$ cat src/hw/rtl/csp_pkg.sv
// Shared types, keyword tables and a hex digit helper function for the color spec parser.
`timescale 1ns / 1ps
`default_nettype none

package csp_pkg;

    // Keyword list: "default", 16 named colors, then the two hex prefixes
    localparam int KW_COUNT   = 19;
    localparam int KW_DEFAULT = 0;
    localparam int KW_NAMED_0 = 1;
    localparam int NAMED_CNT  = 16;
    localparam int KW_RGB     = 17;
    localparam int KW_RGBA    = 18;
    localparam int KW_CHARS   = 14;

    // Lengths of the two complete hex forms
    localparam int RGB_TOTAL_LEN  = 10;
    localparam int RGBA_TOTAL_LEN = 13;
    // First position of the hex digit field (rgb form; rgba digits start one later)
    localparam int HEX_START      = 4;

    localparam logic [7:0] LEVEL_FULL = 8'hFF;

    typedef logic [KW_COUNT-1:0] kw_mask_t;

    // Keyword text, right-aligned: the first character sits at byte len-1
    typedef logic [KW_CHARS-1:0][7:0] kw_str_t;

    localparam kw_str_t KW_TEXT [KW_COUNT] = '{
        kw_str_t'("default"),
        kw_str_t'("black"), kw_str_t'("red"), kw_str_t'("green"),
        kw_str_t'("yellow"), kw_str_t'("blue"), kw_str_t'("magenta"),
        kw_str_t'("cyan"), kw_str_t'("white"),
        kw_str_t'("bright-black"), kw_str_t'("bright-red"),
        kw_str_t'("bright-green"), kw_str_t'("bright-yellow"),
        kw_str_t'("bright-blue"), kw_str_t'("bright-magenta"),
        kw_str_t'("bright-cyan"), kw_str_t'("bright-white"),
        kw_str_t'("rgb:"), kw_str_t'("rgba:")
    };

    localparam logic [3:0] KW_LEN [KW_COUNT] = '{
        4'd7, 4'd5, 4'd3, 4'd5, 4'd6, 4'd4, 4'd7, 4'd4, 4'd5,
        4'd12, 4'd10, 4'd12, 4'd13, 4'd11, 4'd14, 4'd11, 4'd12,
        4'd4, 4'd5
    };

    typedef enum logic [1:0] {
        KIND_DEFAULT = 2'd0,
        KIND_NAMED   = 2'd1,
        KIND_RGBA    = 2'd2,
        KIND_ERROR   = 2'd3
    } color_kind_t;

    typedef enum logic [1:0] {
        ERR_NONE    = 2'd0,
        ERR_BAD_HEX = 2'd1,
        ERR_UNKNOWN = 2'd2
    } error_code_t;

    // Per-string scan state, apart from the position count
    typedef struct packed {
        kw_mask_t    mask;
        logic [31:0] acc;
        logic        bad_hex;
        logic        overflow;
    } scan_state_t;

    // One parse result
    typedef struct packed {
        color_kind_t kind;
        error_code_t err;
        logic [3:0]  idx;
        logic [7:0]  red;
        logic [7:0]  green;
        logic [7:0]  blue;
        logic [7:0]  alpha;
    } color_result_t;

    // Hex digit decode: bit 4 flags a non-hex byte, low bits are the digit
    function automatic logic [4:0] hex_nibble(input logic [7:0] ch);
        logic [4:0] res;
        res = 5'b10000;
        if (ch >= "0" && ch <= "9") begin
            res = {1'b0, 4'(ch - 8'h30)};
        end else if (ch >= "a" && ch <= "f") begin
            res = {1'b0, 4'(ch - 8'h57)};
        end else if (ch >= "A" && ch <= "F") begin
            res = {1'b0, 4'(ch - 8'h37)};
        end
        return res;
    endfunction

endpackage

`default_nettype wire

$ cat src/hw/rtl/csp_scan.sv
// Per-character update: keyword mask, hex accumulator, flags and position.
`timescale 1ns / 1ps
`default_nettype none

module csp_scan
    import csp_pkg::*;
#(
    parameter int MAX_LEN = 16,
    parameter int POS_W   = $clog2(MAX_LEN + 1)
) (
    input  wire logic [POS_W-1:0] pos,
    input  wire scan_state_t      state,
    input  wire logic [7:0]       ch,
    output logic [POS_W-1:0]      pos_next,
    output scan_state_t           state_next
);

    logic [4:0] nib;
    logic       needs_digit;
    kw_mask_t   mask_upd;

    assign nib = hex_nibble(ch);

    // Keyword compare: each keyword reads its own character table at pos
    always_comb
    begin
        logic [3:0] cidx;
        logic       keep;
        mask_upd = state.mask;
        for (int k = 0; k < KW_COUNT; k++)
        begin
            cidx = KW_LEN[k] - 4'd1 - pos[3:0];
            if (pos < POS_W'(KW_LEN[k])) begin
                keep = (KW_TEXT[k][cidx] == ch);
            end else begin
                keep = (k == KW_RGB) || (k == KW_RGBA);
            end
            if (!keep) begin
                mask_upd[k] = 1'b0;
            end
        end
    end

    // At the first digit position only the rgb path needs a digit
    assign needs_digit = (pos > POS_W'(HEX_START)) || mask_upd[KW_RGB];

    // Next state; past the length limit only the overflow flag moves
    always_comb
    begin
        state_next = state;
        pos_next   = pos;
        if (pos >= POS_W'(MAX_LEN)) begin
            state_next.overflow = 1'b1;
        end else begin
            state_next.mask = mask_upd;
            if (pos >= POS_W'(HEX_START)) begin
                if (nib[4] && needs_digit) begin
                    state_next.bad_hex = 1'b1;
                end
                state_next.acc = {state.acc[27:0], (nib[4] ? 4'd0 : nib[3:0])};
            end
            pos_next = pos + POS_W'(1);
        end
    end

endmodule

`default_nettype wire

$ cat src/hw/rtl/csp_decide.sv
// End-of-string decision: default, named color, rgb/rgba value or error.
`timescale 1ns / 1ps
`default_nettype none

module csp_decide
    import csp_pkg::*;
#(
    parameter int POS_W = 5
) (
    input  wire logic [POS_W-1:0] len,
    input  wire scan_state_t      state,
    output color_result_t         result
);

    logic       named_hit;
    logic [3:0] named_idx;
    logic       default_hit;
    logic       rgb_hit;
    logic       rgba_hit;

    // Lowest matching named color wins
    always_comb
    begin
        named_hit = 1'b0;
        named_idx = 4'd0;
        for (int k = NAMED_CNT - 1; k >= 0; k--)
        begin
            if (state.mask[KW_NAMED_0 + k] && len == POS_W'(KW_LEN[KW_NAMED_0 + k])) begin
                named_hit = 1'b1;
                named_idx = 4'(k);
            end
        end
    end

    assign default_hit = state.mask[KW_DEFAULT] && (len == POS_W'(KW_LEN[KW_DEFAULT]));
    assign rgb_hit     = state.mask[KW_RGB] && (len == POS_W'(RGB_TOTAL_LEN));
    assign rgba_hit    = state.mask[KW_RGBA] && (len == POS_W'(RGBA_TOTAL_LEN));

    // Priority: default, named, rgb, rgba or bad hex, else unrecognized
    always_comb
    begin
        result      = '0;
        result.kind = KIND_ERROR;
        result.err  = ERR_UNKNOWN;
        if (!state.overflow) begin
            if (default_hit) begin
                result.kind = KIND_DEFAULT;
                result.err  = ERR_NONE;
            end else if (named_hit) begin
                result.kind = KIND_NAMED;
                result.err  = ERR_NONE;
                result.idx  = named_idx;
            end else if (rgb_hit || rgba_hit) begin
                if (state.bad_hex) begin
                    result.err = ERR_BAD_HEX;
                end else if (rgb_hit) begin
                    result.kind  = KIND_RGBA;
                    result.err   = ERR_NONE;
                    result.red   = state.acc[23:16];
                    result.green = state.acc[15:8];
                    result.blue  = state.acc[7:0];
                    result.alpha = LEVEL_FULL;
                end else begin
                    result.kind  = KIND_RGBA;
                    result.err   = ERR_NONE;
                    result.red   = state.acc[31:24];
                    result.green = state.acc[23:16];
                    result.blue  = state.acc[15:8];
                    result.alpha = state.acc[7:0];
                end
            end
        end
    end

endmodule

`default_nettype wire

$ cat src/hw/rtl/color_spec_string_parser.sv
// Top level of the color spec string parser: input register, scan state, result register.
// The parser takes one character per cycle and keeps going at that rate for as long as the
// result side is not stalled. A character is held in the input register and folded into the
// scan state from there; the result of a string is decided from its last character and shows
// on color_valid from the result register. Only a last character waits for the result register:
// when a result is still held by color_stall, char_stall rises until it can be taken. All scan
// state returns to its reset values once a string has produced its result; strings longer than
// MAX_LEN characters are reported as unrecognized.
`timescale 1ns / 1ps
`default_nettype none

module color_spec_string_parser
    import csp_pkg::*;
#(
    parameter int MAX_LEN = 16
) (
    input  wire logic       clk,
    input  wire logic       rst_n,
    input  wire logic       char_valid,
    output logic            char_stall,
    input  wire logic [7:0] char_code,
    input  wire logic       last_char,
    output logic            color_valid,
    input  wire logic       color_stall,
    output logic [1:0]      color_kind,
    output logic [1:0]      error_code,
    output logic [3:0]      named_index,
    output logic [7:0]      red_level,
    output logic [7:0]      green_level,
    output logic [7:0]      blue_level,
    output logic [7:0]      alpha_level
);

    localparam int POS_W = $clog2(MAX_LEN + 1);

    localparam scan_state_t SCAN_RESET = '{
        mask: '1, acc: '0, bad_hex: 1'b0, overflow: 1'b0
    };

    logic              in_valid_reg;
    logic [7:0]        in_char_reg;
    logic              in_last_reg;
    logic [POS_W-1:0]  pos_reg;
    logic [POS_W-1:0]  pos_next;
    scan_state_t       scan_reg;
    scan_state_t       scan_next;
    color_result_t     result_next;
    color_result_t     result_reg;
    logic              out_valid_reg;
    logic              out_free;
    logic              process;
    logic              in_accept;

    // Handshake: a last character needs a free result register
    assign out_free   = !out_valid_reg || !color_stall;
    assign process    = in_valid_reg && (!in_last_reg || out_free);
    assign char_stall = in_valid_reg && !process;
    assign in_accept  = char_valid && !char_stall;

    // Input register
    always_ff @(posedge clk or negedge rst_n)
    begin
        if (!rst_n) begin
            in_valid_reg <= 1'b0;
        end else if (in_accept || process) begin
            in_valid_reg <= in_accept;
        end
    end

    always_ff @(posedge clk)
    begin
        if (in_accept) begin
            in_char_reg <= char_code;
            in_last_reg <= last_char;
        end
    end

    csp_scan #(
        .MAX_LEN (MAX_LEN),
        .POS_W   (POS_W)
    ) u_scan (
        .pos        (pos_reg),
        .state      (scan_reg),
        .ch         (in_char_reg),
        .pos_next   (pos_next),
        .state_next (scan_next)
    );

    csp_decide #(
        .POS_W   (POS_W)
    ) u_decide (
        .len    (pos_next),
        .state  (scan_next),
        .result (result_next)
    );

    // Scan state: updated per character, cleared after the last one
    always_ff @(posedge clk or negedge rst_n)
    begin
        if (!rst_n) begin
            pos_reg  <= '0;
            scan_reg <= SCAN_RESET;
        end else if (process) begin
            if (in_last_reg) begin
                pos_reg  <= '0;
                scan_reg <= SCAN_RESET;
            end else begin
                pos_reg  <= pos_next;
                scan_reg <= scan_next;
            end
        end
    end

    // Result register
    always_ff @(posedge clk or negedge rst_n)
    begin
        if (!rst_n) begin
            out_valid_reg <= 1'b0;
        end else if (process && in_last_reg) begin
            out_valid_reg <= 1'b1;
        end else if (!color_stall) begin
            out_valid_reg <= 1'b0;
        end
    end

    always_ff @(posedge clk)
    begin
        if (process && in_last_reg) begin
            result_reg <= result_next;
        end
    end

    assign color_valid = out_valid_reg;
    assign color_kind  = result_reg.kind;
    assign error_code  = result_reg.err;
    assign named_index = result_reg.idx;
    assign red_level   = result_reg.red;
    assign green_level = result_reg.green;
    assign blue_level  = result_reg.blue;
    assign alpha_level = result_reg.alpha;

    // Stall comes only from a held result blocking a last character
    assert property (@(posedge clk) disable iff (!rst_n)
        char_stall |-> (in_valid_reg && in_last_reg && out_valid_reg && color_stall))
        else $error("char_stall without result backpressure");

    // The scan state is back at reset after a string completes
    assert property (@(posedge clk) disable iff (!rst_n)
        (process && in_last_reg) |=> (pos_reg == '0 && scan_reg == SCAN_RESET))
        else $error("scan state not cleared after a string");

    // Position count never passes its limit
    assert property (@(posedge clk) disable iff (!rst_n)
        pos_reg <= POS_W'(MAX_LEN))
        else $error("position count past limit");

    // An error code only accompanies an error result
    assert property (@(posedge clk) disable iff (!rst_n)
        (color_valid && color_kind != KIND_ERROR) |-> (error_code == ERR_NONE))
        else $error("error code set on a non-error result");

endmodule

`default_nettype wire
$ cat config.mk
export PLATFORM = sky130hd
export DESIGN_NAME = color_spec_string_parser
export DESIGN_NICKNAME = d
export VERILOG_FILES = /design/src/hw/rtl/csp_pkg.sv /design/src/hw/rtl/csp_scan.sv /design/src/hw/rtl/csp_decide.sv /design/src/hw/rtl/color_spec_string_parser.sv
export SDC_FILE = /design/constraint.sdc
export NUM_CORES = 1
export LEC_CHECK = 0
export BUFFER_PORTS_ARGS = -buffer_cell sky130_fd_sc_hd__buf_2
export CORE_MARGIN = 8
export CORE_UTILIZATION = 30
export DETAILED_ROUTE_END_ITERATION = 7
export PLACE_DENSITY = 0.52
export SYNTH_ARGS = -nofsm -noshare
export SYNTH_HDL_FRONTEND = slang
export SYNTH_HIERARCHICAL = 1
export SYNTH_SLANG_ARGS = --single-unit
$ cat constraint.sdc
create_clock -name clk -period 4.81 [get_ports clk]
set_input_delay 0 -clock clk [delete_from_list [all_inputs] [get_ports clk]]
set_output_delay 0 -clock clk [all_outputs]
set_load 0.03 [all_outputs]
; Yosys cells after proc, flatten, opt, wreduce, memory -nomap -nowiden
; Memory sizes are Yosys's and may differ from the RTL's.
; Cells that the tools add are included.
; W data, S select, Z words.
[classes]
addsub = 14
n_mul = 0
div = 0
n_lt_le_gt_ge = 29
eq_ne = 30
n_shift = 0
mux = 107
bitwise_logic = 2
reduce_logical = 43
[op_table]
columns = operator, n
row1 = $eq A8 B8 Y1, 19
row2 = $mux W8, 19
row3 = $mux W1, 61
row4 = $mux W53, 1
row5 = $mux W52, 1
row6 = $lt A4 B5 Y1 const B, 10
row7 = $mux W4, 11
row8 = $mux W33, 1
row9 = $mux W32, 1
row10 = $logic_and A1 B1 Y1, 27
row11 = $eq A5 B4 Y1 const B, 5
row12 = $lt A5 B4 Y1 const B, 5
row13 = $mux W5, 5
row14 = $eq A5 B3 Y1 const B, 4
row15 = $lt A5 B3 Y1 const B, 4
row16 = $sub A4 B4 Y4 const A, 5
row17 = $ge A8 B7 Y1 const B, 2
row18 = $le A8 B7 Y1 const B, 2
row19 = $mux W3, 5
row20 = $sub A3 B4 Y4 const A, 3
row21 = $reduce_or A11 Y1, 1
row22 = $reduce_or A5 Y1, 2
row23 = $ge A8 B6 Y1 const B, 1
row24 = $le A8 B6 Y1 const B, 1
row25 = other kinds (16), 29
[totals]
ff_bits = 109
latch_bits = 0
mem_bits_rw = 0
rom_bits = 2432
out_inout_bits = 42
word_cells = 264
n_memories = 19
[mem_list]
columns = name, words, width, read_ports, rd_clocked_by_memory_dff, write_ports, line
row1 = (name not given), 16, 8, 1, 0, 0, csp_scan.sv:34  ; keep = (KW_TEXT[k][cidx] == ch);
row2 = (name not given), 16, 8, 1, 0, 0, csp_scan.sv:34
row3 = (name not given), 16, 8, 1, 0, 0, csp_scan.sv:34
row4 = (name not given), 16, 8, 1, 0, 0, csp_scan.sv:34
row5 = (name not given), 16, 8, 1, 0, 0, csp_scan.sv:34
row6 = (name not given), 16, 8, 1, 0, 0, csp_scan.sv:34
row7 = +13 memories, -, -, -, -, -, -

; Longest topological paths before layout
[depth]
word_depth = 30
mapped_depth = 19
ltp_nobuf = 15

; By module
; The synthesis kept the hierarchy.
[modules_own_cells]
columns = mod, n_inst, cells_each, area_per_inst_um2, seq_area_each_um2
row1 = color_spec_string_parser, 1, 386, 4913.5, 2996.6
row2 = csp_scan, 1, 672, 4585.6, 0.0
row3 = csp_decide, 1, 176, 1033.5, 0.0

; Worst setup path after synthesis
; OpenSTA, ideal clock, no wires.
[synth_timing]
path_kind = register to register
startpoint = register pos_reg[0]
endpoint = register result_reg (netlist bit blue_level[0]) (data pin)
setup_time_ns = 0.140
arrival_ns = 4.127
required_time_ns = 4.670
slack_ns = 0.542
stages_incl_launch_ff = 18
path_buffers = 2
period_less_slack_ns = 4.268
path_cell_list = dfrtp_1 -> buf_4 -> clkinv_1 -> ha_1 -> inv_1 -> ha_1 -> inv_1 -> nor2_1 -> a2111oi_0 -> xnor2_1 -> a41oi_1 -> nor2b_1 -> or3_1 -> mux4_2 -> a21oi_2 -> nand4_4 -> buf_6 -> a21oi_2
[synth_rtl]
columns = element, line
row1 = "start, declared", color_spec_string_parser.sv:43  ; logic [POS_W-1:0] pos_reg;
row2 = "start signal, assigned", color_spec_string_parser.sv:108  ; pos_reg <= pos_next;
row3 = "end signal, assigned", color_spec_string_parser.sv:129  ; result_reg <= result_next;
row4 = "end, declared", color_spec_string_parser.sv:48  ; color_result_t result_reg;

==> impl_metrics.tcl <==
set metrics [dict create \
    crit_family "simple AND/OR/NAND/NOR gates" \
    cp-end-kind "flip-flop" \
    htreeDepth 3 \
    vdd_drop_max_mv 0.277 \
    drtAntennaViolNets 0 \
    maxSlewHeadroom_pct 26.8 \
    hold_violations 0 \
    core_mm2 0.0345 \
    yosys_warnings 6 \
    maxSlewViolCount 0 \
    cp_cell_sequence "buf_4 -> ha_1 -> inv_1 -> ha_1 -> nor3_1 -> nand2_1 -> mux2i_1 -> o31ai_1 -> nand4b_1 -> nor3_1 -> a21oi_2 -> nand4_4 -> buf_12 -> nor2_1" \
    final_common_cell "nand2_1" \
    firstDrtPassIters 5 \
    clk_root_buffer_cell "clkbuf_16" \
    clk_pin_slew_worst_paths_ps 80 \
    async_reset_ff_share_pct 55.0 \
    rr_startpoint "pos_reg[0]$_DFFE_PN0P_" \
    start_util_pct 30.5 \
    gp_congestion 0.909 \
    io_pins 55 \
    arrival_ps 4410 \
    drive_above_1_share_pct 21.5 \
    dr_total_vias 9663 \
    io_buffers 54 \
    numClockSinks 109 \
    drc 0 \
    num_antenna_cells 0 \
    met3_length_mm 1.62 \
    maxCapViolCount 0 \
    fin_util_pct 33.7 \
    p_per_area_mw_per_mm2 412 \
    max_freq_mhz 233 \
    grt_pass1_vias 9182 \
    startpoint_type "flip-flop" \
    worst_pin_slew_ps 1100 \
    grt_max_degree 117 \
    pre_cts_slack_ps 561 \
    critPathMaxFanout 32 \
    synth_top_area_share_pct 14.0 \
    ys_types 97 \
    ys_ff_latch 109 \
    fin_crit_sh_pct 89.1 \
    synthCells 1234 \
    syn_to_final_growth_pct 10.6 \
    grt_pass1_wl_mm 53.0 \
    holdWs_ps 338 \
    finalNonFillerCells 1720 \
    nNetsFinal 1310 \
    antenna_found_initial 0 \
    detail_route.wl_per_cell_um 19.5 \
    row_count 68 \
    drt_iter0_drc 840 \
    final_cell_mix "nand2_1, nor2_1, buf_4" \
    dieArea_mm2 0.0414 \
    wl_met1_mm 15.4 \
    ys_seq_area_share_pct 28.5 \
    synth_top_area_cell "edfxtp_1" \
    cts_buffers 9 \
    hold_class "in2async" \
    wl_mm 33.5 \
    die_w_um 203 \
    dp_cells 1693 \
    worstSetupPathType "reg2reg" \
    finalWorstPathRequiredPeriod_ps 4290 \
    r2r_cells 14 \
    cpPeakStageDelay_ps 550 \
    synth_area_mm2 0.0105 \
    outcome "finished clean" \
    synth_edf_count 49 \
    synth_nets 1284 \
    critPathSlowestCell "o31ai_1" \
    largest_register_ffs 53 \
    postSynthAreaPerCell_um2 8.54 \
    critPathBufInv 3 \
    drt-vias-per-instance 5.62 \
    top_layer_used "met4" \
    setup_viol 0 \
    die_y_um 203 \
    synthTopCellsByArea "edfxtp_1, dfrtp_1, dfstp_2" \
    dp_hpwl_mm 22.7 \
    clock_latency_ps 370 \
    tns_ps 0 \
    worstReg2RegEnd "alpha_level[1]$_DFFE_PP_" \
    grt_util_all_layers_pct 15.8 \
    cts_tree "done" \
    rsz0062_at_grt "no" \
    route.met2.wl_mm 15.2 \
    synth_ff_type "edfxtp_1" \
    worst_slack_ps 523 \
    grt_overflow_total 0 \
    leakage_uw 0.00432 \
    fin_skew_ps 9.61 \
    r2r_slack_ps 520 \
    cts_buffer_depth 2 \
    required_ps 4940 \
]
## tightest hold or removal path: stages
cell and delay (ps):
dlygate4sd3_1 520, buf_2 90, buf_4 640
## cell usage after synthesis, types with 6 or more instances
cell and number:
ha_1 37, and3_1 9, xor2_1 11, o211ai_1 8, nand2_1 105, o31ai_1 7, nor2_1 92, nor2b_1 22
a21oi_1 59, nand3_1 60, nor3b_1 17, buf_4 28, a21oi_2 25, buf_2 32, dfrtp_1 41, mux2_2 30
or3_1 10, mux2i_1 20, nor3_1 20, or2_2 9, o21ai_0 42, and4b_1 18, dfstp_2 19, o32ai_1 6
nor3_2 19, a31oi_1 21, xnor2_1 53, nand4_1 53, nor3b_2 8, clkbuf_1 33, o22ai_1 8, nand3b_1 43
buf_6 11, buf_1 6, a211oi_1 8, nand2b_1 51, and2_1 6, nor4_1 9, edfxtp_1 49, o21a_1 13
inv_1 14
## routing by layer
layer | global-route usage [%] | vias to the layer above
li1 | - | 4575
met1 | 21.0 | 4746
met2 | 25.3 | 285
met3 | 2.75 | 57
met4 | 6.27 | 0
met5 | 0 | -
## where the power goes
group | switching [uW] | leakage [uW] | internal [uW]
Combinational | 1730 | 0.00295 | 1080
Sequential | 84.8 | 0.00122 | 1080
Clock | 402 | 0.000151 | 417
## final cells by class
class | instances | area, um2
fillers | 3678 | 22900
clock inverters | 7 | 91.3
multi-input cells | 994 | 6830
repair buffers | 127 | 858
well taps | 455 | 569
inverters | 19 | 73.8
clock buffers | 9 | 225
flip-flops and latches | 109 | 3000
## timing repair
item	in CTS	in global routing
resized for setup	0	0
buffers inserted	0	0
hold buffers	11	0
hold endpoints to repair	51	0
## worst max path at each step
stage	startpoint	to	slack (ps)	cells after the start
CTS	pos_reg[0]$_DFFE_PN0P_	alpha_level[3]$_DFFE_PP_	540	14
floorplan	pos_reg[0]$_DFFE_PN0P_	blue_level[0]$_DFFE_PP_	540	17
global route	pos_reg[0]$_DFFE_PN0P_	alpha_level[2]$_DFFE_PP_	180	14
detailed placement	pos_reg[0]$_DFFE_PN0P_	alpha_level[6]$_DFFE_PP_	560	14
global placement	pos_reg[0]$_DFFE_PN0P_	alpha_level[6]$_DFFE_PP_	560	14
finish	pos_reg[0]$_DFFE_PN0P_	alpha_level[1]$_DFFE_PP_	520	14
## logic make-up (layout without fill, tap and decap cells)
family	count (synthesis)	in the layout	synth area share (%)
AO/OA/AOI/OAI	260	260	17.0
multiplexers	51	51	5.32
AND/OR/NAND/NOR	582	582	32.6
XOR/XNOR	64	64	5.32
buffers and inverters	131	162	6.90
adder cells (fa/ha/maj)	37	37	4.40
flip-flops	109	109	28.5
## through the flow
step	area, um2	total power [uW]
floorplan	10500	3260
global route	11600	5100
finish	11600	4800
CTS	11600	4780
global placement	11200	3930
detailed placement	11200	3940
Note: power is estimated with default switching activity, not from simulation.
